`config.mk`:
```
export PLATFORM = sky130hd
export DESIGN_NAME = rsi_wilder_stream_top
export DESIGN_NICKNAME = d
export VERILOG_FILES = /design/src/hw/rtl/rsi_pkg.sv /design/src/hw/rtl/rsi_wilder_stream_top.sv /design/src/hw/rtl/rsi_div.sv /design/src/hw/rtl/rsi_dpath.sv /design/src/hw/rtl/rsi_ctrl.sv
export SDC_FILE = /design/constraint.sdc
export NUM_CORES = 2
export LEC_CHECK = 0
export ABC_AREA = 0
export BUFFER_PORTS_ARGS = -buffer_cell sky130_fd_sc_hd__buf_2
export CORE_ASPECT_RATIO = 1.1
export CORE_MARGIN = 4
export CORE_UTILIZATION = 47
export DETAILED_ROUTE_END_ITERATION = 10
export SLEW_MARGIN = 20
export SYNTH_ARGS = -nofsm -noshare
export SYNTH_HDL_FRONTEND = slang
export SYNTH_SLANG_ARGS = --single-unit
export TNS_END_PERCENT = 30
```
`constraint.sdc`:
```
create_clock -name clock -period 23.7 [get_ports clock]
set_clock_uncertainty 0.2 [all_clocks]
set_input_delay 4.74 -clock clock [delete_from_list [all_inputs] [get_ports clock]]
set_output_delay 4.74 -clock clock [all_outputs]
set_load 0.02 [all_outputs]
```
`src/hw/rtl/rsi_pkg.sv`:
```
package rsi_pkg;

   localparam int PERIOD_W   = 11;
   localparam int PRICE_IN_W = 32;
   localparam int VALUE_W    = 14;
   localparam int PM1_W      = 10;
   localparam int SCALE_W    = 14;

   localparam logic [PERIOD_W-1:0] PERIOD_RESET = 11'd14;
   localparam logic [PERIOD_W-1:0] PERIOD_MIN   = 11'd2;
   localparam logic [PERIOD_W-1:0] PERIOD_MAX   = 11'd1024;
   localparam logic [PERIOD_W-1:0] SEEDED_MARK  = 11'd2047;

   // 100 * 100: full scale in hundredths
   localparam logic [SCALE_W-1:0] RSI_SCALE = 14'd10000;
   localparam logic [VALUE_W-1:0] RSI_FULL  = 14'd10000;

   typedef struct packed {
      logic [PRICE_IN_W-1:0] close_price;
      logic                  series_start;
   } req_type;

   typedef struct packed {
      logic               rsi_valid;
      logic [VALUE_W-1:0] rsi_value;
   } rsp_type;

   typedef enum logic [1:0] {
      DIV_GAIN,
      DIV_LOSS,
      DIV_RSI
   } div_sel_type;

   typedef enum logic [3:0] {
      ST_IDLE,
      ST_DIFF,
      ST_MUL,
      ST_ADD,
      ST_DG_GO,
      ST_DG_WAIT,
      ST_DL_GO,
      ST_DL_WAIT,
      ST_RSI_PREP,
      ST_DR_GO,
      ST_DR_WAIT,
      ST_EMIT,
      ST_EMIT_ZERO
   } state_type;

   typedef struct packed {
      logic        take_req;
      logic        step;
      logic        mul;
      logic        add;
      logic        div_start;
      div_sel_type div_sel;
      logic        cap_gain;
      logic        cap_loss;
      logic        rsi_prep;
      logic        emit_zero;
      logic        emit_rsi;
   } cmd_type;

   typedef struct packed {
      logic restart;
      logic seeded;
      logic warm_full;
      logic loss_zero;
      logic div_done;
      logic out_free;
   } status_type;

endpackage

```
`src/hw/rtl/rsi_wilder_stream_top.sv`:
```
// Channel   Direction  Handshake            Payload
// req_*     in         req_valid/req_ready  req_type: close_price, series_start
// rsp_*     out        rsp_valid/rsp_ready  rsp_type: rsi_valid, rsi_value
// csr_*     in         csr_wr_en            csr_wr_data: period (11 bits)
//
// A request that restarts a series or falls in warm-up emits an invalid zero result after the diff step.
// A smoothed request runs scale, add, gain and loss divides, RSI prep, RSI
// divide and emit; NUMW, the divider width, is min(PRICE_BITS + FRAC_BITS
// + 24, 64). The RSI divide is skipped when the average loss is zero;
// the shared one-bit-per-cycle divider runs gain, loss and RSI.
// Reset is synchronous; it restores period 14 and drops any series.
// The result register frees the input side: a new request is taken while
// a result waits, and a finished result holds until rsp_ready.
module rsi_wilder_stream_top #(
   parameter int PRICE_BITS = 32,
   parameter int FRAC_BITS  = 16
) (
   input  logic                         clock,
   input  logic                         reset,
   // request channel
   input  logic                         req_valid,
   output logic                         req_ready,
   input  rsi_pkg::req_type             req_payload,
   // result channel
   output logic                         rsp_valid,
   input  logic                         rsp_ready,
   output rsi_pkg::rsp_type             rsp_payload,
   // period register
   input  logic                         csr_wr_en,
   input  logic [rsi_pkg::PERIOD_W-1:0] csr_wr_data
);

   rsi_pkg::cmd_type    cmd;
   rsi_pkg::status_type status;

   // sequence each request through diff, then scale and divide unless restarting or warming up, then emit
   rsi_ctrl u_ctrl (
      .clock     (clock),
      .reset     (reset),
      .req_valid (req_valid),
      .req_ready (req_ready),
      .status    (status),
      .cmd       (cmd)
   );

   // hold series state, averages, divider and the result register
   rsi_dpath #(
      .PRICE_BITS(PRICE_BITS),
      .FRAC_BITS (FRAC_BITS)
   ) u_dpath (
      .clock       (clock),
      .reset       (reset),
      .req_payload (req_payload),
      .csr_wr_en   (csr_wr_en),
      .csr_wr_data (csr_wr_data),
      .rsp_ready   (rsp_ready),
      .rsp_valid   (rsp_valid),
      .rsp_payload (rsp_payload),
      .cmd         (cmd),
      .status      (status)
   );

endmodule

```
`src/hw/rtl/rsi_div.sv`:
```
module rsi_div #(
   parameter int NW = 64,
   parameter int VW = 59
) (
   input  logic          clock,
   input  logic          reset,
   input  logic          start,
   input  logic [NW-1:0] dividend,
   input  logic [VW-1:0] divisor,
   output logic [NW-1:0] quotient,
   output logic          done
);

   localparam int CW = $clog2(NW + 1);

   logic [NW-1:0] q_ff, q_in;
   logic [VW-1:0] rem_ff, rem_in;
   logic [VW-1:0] div_ff, div_in;
   logic [CW-1:0] cnt_ff, cnt_in;
   logic          busy_ff, busy_in;
   logic          done_ff, done_in;

   logic [VW:0] trial;
   logic [VW:0] diff;
   logic        ge;

   // one quotient bit per cycle, restoring
   always_comb begin
      trial   = {rem_ff, q_ff[NW-1]};
      diff    = trial - {1'b0, div_ff};
      ge      = (trial >= {1'b0, div_ff});
      q_in    = q_ff;
      rem_in  = rem_ff;
      div_in  = div_ff;
      cnt_in  = cnt_ff;
      busy_in = busy_ff;
      done_in = 1'b0;
      if (start) begin
         q_in    = dividend;
         rem_in  = '0;
         div_in  = divisor;
         cnt_in  = CW'(NW);
         busy_in = 1'b1;
      end else if (busy_ff) begin
         q_in   = {q_ff[NW-2:0], ge};
         rem_in = ge ? diff[VW-1:0] : trial[VW-1:0];
         cnt_in = cnt_ff - 1'b1;
         if (cnt_ff == CW'(1)) begin
            busy_in = 1'b0;
            done_in = 1'b1;
         end
      end
   end

   always_ff @(posedge clock) begin
      q_ff   <= q_in;
      rem_ff <= rem_in;
      div_ff <= div_in;
      cnt_ff <= cnt_in;
      if (reset) begin
         busy_ff <= 1'b0;
         done_ff <= 1'b0;
      end else begin
         busy_ff <= busy_in;
         done_ff <= done_in;
      end
   end

   assign quotient = q_ff;
   assign done     = done_ff;

endmodule

```
`src/hw/rtl/rsi_dpath.sv`:
```
module rsi_dpath #(
   parameter int PRICE_BITS = 32,
   parameter int FRAC_BITS  = 16
) (
   input  logic                         clock,
   input  logic                         reset,
   input  rsi_pkg::req_type             req_payload,
   input  logic                         csr_wr_en,
   input  logic [rsi_pkg::PERIOD_W-1:0] csr_wr_data,
   input  logic                         rsp_ready,
   output logic                         rsp_valid,
   output rsi_pkg::rsp_type             rsp_payload,
   input  rsi_pkg::cmd_type             cmd,
   output rsi_pkg::status_type          status
);

   localparam int AW_RAW   = PRICE_BITS + FRAC_BITS + 10;
   localparam int AW       = (AW_RAW > 64) ? 64 : AW_RAW;
   localparam int NUMW     = (AW + 14 > 64) ? 64 : AW + 14;
   localparam int DENW     = (AW + 1 > 64) ? 64 : AW + 1;
   localparam int PW       = rsi_pkg::PERIOD_W;

   logic [PW-1:0]         period_ff;
   logic [PRICE_BITS-1:0] price_ff, last_ff;
   logic                  start_ff, have_last_ff;
   logic [PRICE_BITS-1:0] gain_ff, loss_ff;
   logic [AW-1:0]         avg_gain_ff, avg_loss_ff;
   logic [PW-1:0]         cnt_ff;
   logic [AW-1:0]         prod_g_ff, prod_l_ff;
   logic [AW-1:0]         dvd_g_ff, dvd_l_ff;
   logic [NUMW-1:0]       num_ff;
   logic [DENW-1:0]       den_ff;
   logic                  rsp_valid_ff;
   rsi_pkg::rsp_type      rsp_ff;

   logic [63:0]                  close_wide;
   logic [PW-1:0]                p;
   logic [rsi_pkg::PM1_W-1:0]    pm1;
   logic                         up;
   logic [PRICE_BITS-1:0]        gain, loss;
   logic                         seeding;
   logic [PRICE_BITS+FRAC_BITS-1:0] gain_sh, loss_sh;
   logic [AW+FRAC_BITS-1:0]      sum_g_sh, sum_l_sh;
   logic [NUMW-1:0]              div_dividend;
   logic [DENW-1:0]              div_divisor;
   logic [NUMW-1:0]              div_q;
   logic                         div_done;

   assign close_wide = {32'b0, req_payload.close_price};

   always_comb begin
      if (period_ff < rsi_pkg::PERIOD_MIN) begin
         p = rsi_pkg::PERIOD_MIN;
      end else if (period_ff > rsi_pkg::PERIOD_MAX) begin
         p = rsi_pkg::PERIOD_MAX;
      end else begin
         p = period_ff;
      end
   end

   assign pm1      = rsi_pkg::PM1_W'(p - 1'b1);
   assign up       = (price_ff > last_ff);
   assign gain     = up ? (price_ff - last_ff) : '0;
   assign loss     = up ? '0 : (last_ff - price_ff);
   assign seeding  = (cnt_ff != rsi_pkg::SEEDED_MARK);
   assign gain_sh  = {gain_ff, {FRAC_BITS{1'b0}}};
   assign loss_sh  = {loss_ff, {FRAC_BITS{1'b0}}};
   assign sum_g_sh = {avg_gain_ff, {FRAC_BITS{1'b0}}};
   assign sum_l_sh = {avg_loss_ff, {FRAC_BITS{1'b0}}};

   always_comb begin
      case (cmd.div_sel)
         rsi_pkg::DIV_GAIN: begin
            div_dividend = NUMW'(dvd_g_ff);
            div_divisor  = DENW'(p);
         end
         rsi_pkg::DIV_LOSS: begin
            div_dividend = NUMW'(dvd_l_ff);
            div_divisor  = DENW'(p);
         end
         rsi_pkg::DIV_RSI: begin
            div_dividend = num_ff;
            div_divisor  = den_ff;
         end
         default: begin
            div_dividend = num_ff;
            div_divisor  = den_ff;
         end
      endcase
   end

   rsi_div #(
      .NW(NUMW),
      .VW(DENW)
   ) u_div (
      .clock    (clock),
      .reset    (reset),
      .start    (cmd.div_start),
      .dividend (div_dividend),
      .divisor  (div_divisor),
      .quotient (div_q),
      .done     (div_done)
   );

   always_ff @(posedge clock) begin
      if (cmd.take_req) begin
         price_ff <= close_wide[PRICE_BITS-1:0];
         start_ff <= req_payload.series_start;
      end
      if (cmd.step) begin
         last_ff <= price_ff;
         gain_ff <= gain;
         loss_ff <= loss;
         if (start_ff || !have_last_ff) begin
            avg_gain_ff <= '0;
            avg_loss_ff <= '0;
            cnt_ff      <= '0;
         end else if (seeding) begin
            avg_gain_ff <= avg_gain_ff + AW'(gain);
            avg_loss_ff <= avg_loss_ff + AW'(loss);
            cnt_ff      <= cnt_ff + 1'b1;
         end
      end
      // seed from the warm-up sums, or scale the running averages
      if (cmd.mul) begin
         if (seeding) begin
            prod_g_ff <= sum_g_sh[AW-1:0];
            prod_l_ff <= sum_l_sh[AW-1:0];
         end else begin
            prod_g_ff <= AW'(avg_gain_ff * pm1);
            prod_l_ff <= AW'(avg_loss_ff * pm1);
         end
      end
      if (cmd.add) begin
         if (seeding) begin
            dvd_g_ff <= prod_g_ff;
            dvd_l_ff <= prod_l_ff;
         end else begin
            dvd_g_ff <= prod_g_ff + AW'(gain_sh);
            dvd_l_ff <= prod_l_ff + AW'(loss_sh);
         end
      end
      if (cmd.cap_gain) begin
         avg_gain_ff <= div_q[AW-1:0];
      end
      if (cmd.cap_loss) begin
         avg_loss_ff <= div_q[AW-1:0];
         cnt_ff      <= rsi_pkg::SEEDED_MARK;
      end
      if (cmd.rsi_prep) begin
         num_ff <= NUMW'(avg_gain_ff * rsi_pkg::RSI_SCALE);
         den_ff <= DENW'({1'b0, avg_gain_ff} + {1'b0, avg_loss_ff});
      end
      if (cmd.emit_zero) begin
         rsp_ff.rsi_valid <= 1'b0;
         rsp_ff.rsi_value <= '0;
      end else if (cmd.emit_rsi) begin
         rsp_ff.rsi_valid <= 1'b1;
         rsp_ff.rsi_value <= (avg_loss_ff == '0) ? rsi_pkg::RSI_FULL
                                                 : div_q[rsi_pkg::VALUE_W-1:0];
      end

      if (reset) begin
         period_ff    <= rsi_pkg::PERIOD_RESET;
         have_last_ff <= 1'b0;
         rsp_valid_ff <= 1'b0;
      end else begin
         if (csr_wr_en) begin
            period_ff <= csr_wr_data;
         end
         if (cmd.step) begin
            have_last_ff <= 1'b1;
         end
         if (cmd.emit_zero || cmd.emit_rsi) begin
            rsp_valid_ff <= 1'b1;
         end else if (rsp_ready) begin
            rsp_valid_ff <= 1'b0;
         end
      end
   end

   always_comb begin
      status.restart   = start_ff || !have_last_ff;
      status.seeded    = !seeding;
      status.warm_full = ((cnt_ff + 1'b1) >= p);
      status.loss_zero = (avg_loss_ff == '0);
      status.div_done  = div_done;
      status.out_free  = !rsp_valid_ff || rsp_ready;
   end

   assign rsp_valid   = rsp_valid_ff;
   assign rsp_payload = rsp_ff;

endmodule

```
`src/hw/rtl/rsi_ctrl.sv`:
```
module rsi_ctrl (
   input  logic                clock,
   input  logic                reset,
   input  logic                req_valid,
   output logic                req_ready,
   input  rsi_pkg::status_type status,
   output rsi_pkg::cmd_type    cmd
);

   rsi_pkg::state_type state_ff, state_in;

   always_ff @(posedge clock) begin
      if (reset) begin
         state_ff <= rsi_pkg::ST_IDLE;
      end else begin
         state_ff <= state_in;
      end
   end

   always_comb begin
      state_in    = state_ff;
      req_ready   = 1'b0;
      cmd         = '0;
      cmd.div_sel = rsi_pkg::DIV_GAIN;
      case (state_ff)
         rsi_pkg::ST_IDLE: begin
            req_ready    = 1'b1;
            cmd.take_req = req_valid;
            if (req_valid) begin
               state_in = rsi_pkg::ST_DIFF;
            end
         end
         rsi_pkg::ST_DIFF: begin
            cmd.step = 1'b1;
            if (status.restart) begin
               state_in = rsi_pkg::ST_EMIT_ZERO;
            end else if (!status.seeded && !status.warm_full) begin
               state_in = rsi_pkg::ST_EMIT_ZERO;
            end else begin
               state_in = rsi_pkg::ST_MUL;
            end
         end
         rsi_pkg::ST_MUL: begin
            cmd.mul  = 1'b1;
            state_in = rsi_pkg::ST_ADD;
         end
         rsi_pkg::ST_ADD: begin
            cmd.add  = 1'b1;
            state_in = rsi_pkg::ST_DG_GO;
         end
         rsi_pkg::ST_DG_GO: begin
            cmd.div_start = 1'b1;
            cmd.div_sel   = rsi_pkg::DIV_GAIN;
            state_in      = rsi_pkg::ST_DG_WAIT;
         end
         rsi_pkg::ST_DG_WAIT: begin
            cmd.div_sel = rsi_pkg::DIV_GAIN;
            if (status.div_done) begin
               cmd.cap_gain = 1'b1;
               state_in     = rsi_pkg::ST_DL_GO;
            end
         end
         rsi_pkg::ST_DL_GO: begin
            cmd.div_start = 1'b1;
            cmd.div_sel   = rsi_pkg::DIV_LOSS;
            state_in      = rsi_pkg::ST_DL_WAIT;
         end
         rsi_pkg::ST_DL_WAIT: begin
            cmd.div_sel = rsi_pkg::DIV_LOSS;
            if (status.div_done) begin
               cmd.cap_loss = 1'b1;
               state_in     = rsi_pkg::ST_RSI_PREP;
            end
         end
         rsi_pkg::ST_RSI_PREP: begin
            cmd.rsi_prep = 1'b1;
            if (status.loss_zero) begin
               state_in = rsi_pkg::ST_EMIT;
            end else begin
               state_in = rsi_pkg::ST_DR_GO;
            end
         end
         rsi_pkg::ST_DR_GO: begin
            cmd.div_start = 1'b1;
            cmd.div_sel   = rsi_pkg::DIV_RSI;
            state_in      = rsi_pkg::ST_DR_WAIT;
         end
         rsi_pkg::ST_DR_WAIT: begin
            cmd.div_sel = rsi_pkg::DIV_RSI;
            if (status.div_done) begin
               state_in = rsi_pkg::ST_EMIT;
            end
         end
         rsi_pkg::ST_EMIT: begin
            cmd.div_sel = rsi_pkg::DIV_RSI;
            if (status.out_free) begin
               cmd.emit_rsi = 1'b1;
               state_in     = rsi_pkg::ST_IDLE;
            end
         end
         rsi_pkg::ST_EMIT_ZERO: begin
            if (status.out_free) begin
               cmd.emit_zero = 1'b1;
               state_in      = rsi_pkg::ST_IDLE;
            end
         end
         default: begin
            state_in = rsi_pkg::ST_IDLE;
         end
      endcase
   end

endmodule
```
==> impl_metrics.csv <==
group,metric,value,unit
floorplan,rows,169,
yosys,synth.distinct_cells,92,
routing,first_pass_iters,5,
routing,ant_nets,0,
finish,drive_gt1_share,4.75,%
worst_setup_path,max_stage_delay,0.62,ns
clock_network,cts_tree,"built",
status,status,"completed",
worst_setup_path,worst-setup-path-type,"flip-flop to flip-flop",
worst_setup_path,crit_path_end_kind,"flip-flop",
yosys,syn_area,0.0914,mm²
timing,maxSlewHeadroom,17.9,%
worst_setup_path,slowest_stage,"or4_4",
yosys,synth-edff-count,719,
clock_network,cts-root-buf,"clkbuf_16",
yosys,synth-simple-area-share,15.2,%
timing,report.final.slew_viol_count,0,
hold_path,holdPathStages,0,
worst_setup_path,cp_common_cell,"fa_1",
yosys,synth_top_area_cell,"edfxtp_1",
worst_setup_path,crit_arrival,11.05,ns
floorplan,core_area,0.193,mm²
clock_network,cts-hold-fix-buffers,0,
routing,wl_met3,25.0,mm
timing,hold_slack,0.211,ns
floorplan,start_util,47.4,%
clock_network,cts_resized,0,
clock_network,cts_sinks,830,
floorplan,ios,66,
routing,dr.max_layer_used,"met5",
clock_network,cts_buffers,100,
floorplan,dieArea,0.202,mm²
timing,finalCritPeriodShare,45.4,%
timing,setup_viol,0,
clock_network,ctsHtreeMaxLevel,3,
worst_setup_path,required,23.99,ns
grt,grt_usage,29.8,%
yosys,synth_mux_area_share,0.389,%
grt,grt_pass1_wl,461,mm
routing,drt-vias-per-instance,5.83,
routing,wl_met1,127,mm
yosys,synth_seq_area_share,26.0,%
yosys,yosysTopAreaCellShare,23.6,%
routing,routed_wl,304,mm
yosys,syn_nets,11748,
run,cap_violations,0,
yosys,netlist_top_cells_area,"edfxtp_1 24%, fa_1 21%, ha_1 9.0%",
timing,worst_pin_slew,1.22,ns
clock_network,cts_setup_buffers,0,
worst_setup_path,rr_worst_depth,28,
placement,gp_congestion,0.982,
routing,vias,73352,
placement,dp.final_hpwl,230,mm
grt,grt_max_degree,120,
clock_network,path_clk_slew,0.07,ns
timing,fin_tns_setup,0,ns
worst_setup_path,cp_max_fo,46,
routing,detail_route.iter0.violations,6892,
yosys,synthXorXnorAreaFrac,4.99,%
grt,antenna_found_initial,19,
timing,hold_viol,0,
finish,area_growth,7.20,%
finish,fin_nets,11594,
yosys,synthFlopType,"edfxtp_1",
yosys,synth_cells,10071,
yosys,syn-mean-instance-area,9.08,µm²
yosys,synth-compound-area-share,14.4,%
timing,max_freq,0.0929,GHz
clock_network,clk-insertion-delay-late,0.77,ns
worst_setup_path,start_kind,"flip-flop",
yosys,synth_top_family_by_area,"adder cells",
clock_network,clock_path_buffers,3,
grt,overflow,0,
routing,wl_per_cell,24.1,µm
timing,rsz0062_at_grt,"no",
yosys,yosys.area_share.adder,30.3,%
yosys,yosysMostFrequentCell,"inv_1",
hold_path,hold_path_class,"flip-flop to flip-flop",
yosys,ys_ff_latch,830,
placement,port_buffers,65,
yosys,async_reset_ff_share,0,%
yosys,yosys_warnings,0,
floorplan,die_w,429,µm
timing,period_needed,10.76,ns
floorplan,die_y,471,µm
grt,grt_pass1_vias,73755,
routing,met2_length,138,mm
routing,drc,0,
yosys,synth_commonest_cells,"1627 x inv_1, 991 x nand2_1, 973 x fa_1",
[state kept, by name (all words and copies together), names as in the netlist, 58 cells and up]
register,cells
u_dpath.avg_gain_ff,58
u_dpath.avg_loss_ff,58
u_dpath.den_ff,59
u_dpath.dvd_g_ff,58
u_dpath.dvd_l_ff,58
u_dpath.num_ff,60
u_dpath.prod_g_ff,58
u_dpath.prod_l_ff,58
u_dpath.u_div.div_ff,59
u_dpath.u_div.quotient,64
u_dpath.u_div.rem_ff,59
[cells by family (layout without fill, tap and decap cells)]
group	count (synthesis)	count (layout)
AND/OR/NAND/NOR	2864	2864
buffers and inverters	2109	2038
AO/OA/AOI/OAI	2084	2084
adder cells (fa/ha/maj)	1628	1628
flip-flops	830	830
XOR/XNOR	521	521
multiplexers	35	35
other	0	11
[through the flow]
| step | std cells | instance area, µm² | worst slack [ns] | utilization, % |
|---|---|---|---|---|
| 4_1_cts | 12565 | 98000 | 13.15 | 50.7 |
| 3_3_place_gp | 12379 | 94600 | 13.44 | 49.0 |
| 6_report | 12576 | 98000 | 12.94 | 50.8 |
| 5_1_grt | 12568 | 98000 | 12.62 | 50.8 |
| 3_5_place_dp | 12380 | 94600 | 13.23 | 49.0 |
| 2_1_floorplan | 10071 | 91400 | 10.90 | - |
[final cells by class]
cell class              instances  area, µm²
flip-flops and latches        830      23800
well taps                    2565       3210
clock inverters                66        704
repair buffers                215       1530
multi-input cells            7132      59900
fillers                     17829      95100
diodes                         11       27.5
inverters                    1638       6160
clock buffers                 119       2630
[cell usage in the layout, fill, tap and decap left out, drive strengths merged, types with 100 or more instances in the layout]
cell and count:
ha 655, xnor2 319, nor2 571, nor3 109, nand4 100, nand3 155, o21ai 474, fa 973
and2 449, edfxtp 719, inv 1635, dfxtp 111, clkbuf 119, nand2 992, nand2b 159, a21o 304
buf 215, a21oi 595, a31oi 112, xor2 202
[worst paths after layout]
check	start	slack [ns]	to
worst max-delay path	u_dpath.period_ff[4]	12.94	u_dpath.prod_l_ff[57]
worst min-delay path	u_dpath.prod_g_ff[0]	0.21	u_dpath.dvd_g_ff[0]
worst max register to register	u_dpath.period_ff[4]	12.94	u_dpath.prod_l_ff[57]
worst min register to register	u_dpath.prod_g_ff[0]	0.21	u_dpath.dvd_g_ff[0]
[worst max-delay path: cells and delay by family, from the launching register on]
family,cells,cell delay [ns]
AOI/OAI and AO/OA,11,3.54
and+or+nand+nor,5,2.28
buffers and inverters,6,1.26
adders and majority gates,6,2.72
DFF,1,0.43
[layer usage]
metal  GRT usage [%]  up-vias
met4            12.0        8
met5               0        -
li1                -    33107
met1            40.5    36686
met3            5.24      580
met2            47.6     2971
Power is not shown: default switching activity piles up to over one toggle a cycle in this logic, so the estimate is an artifact.
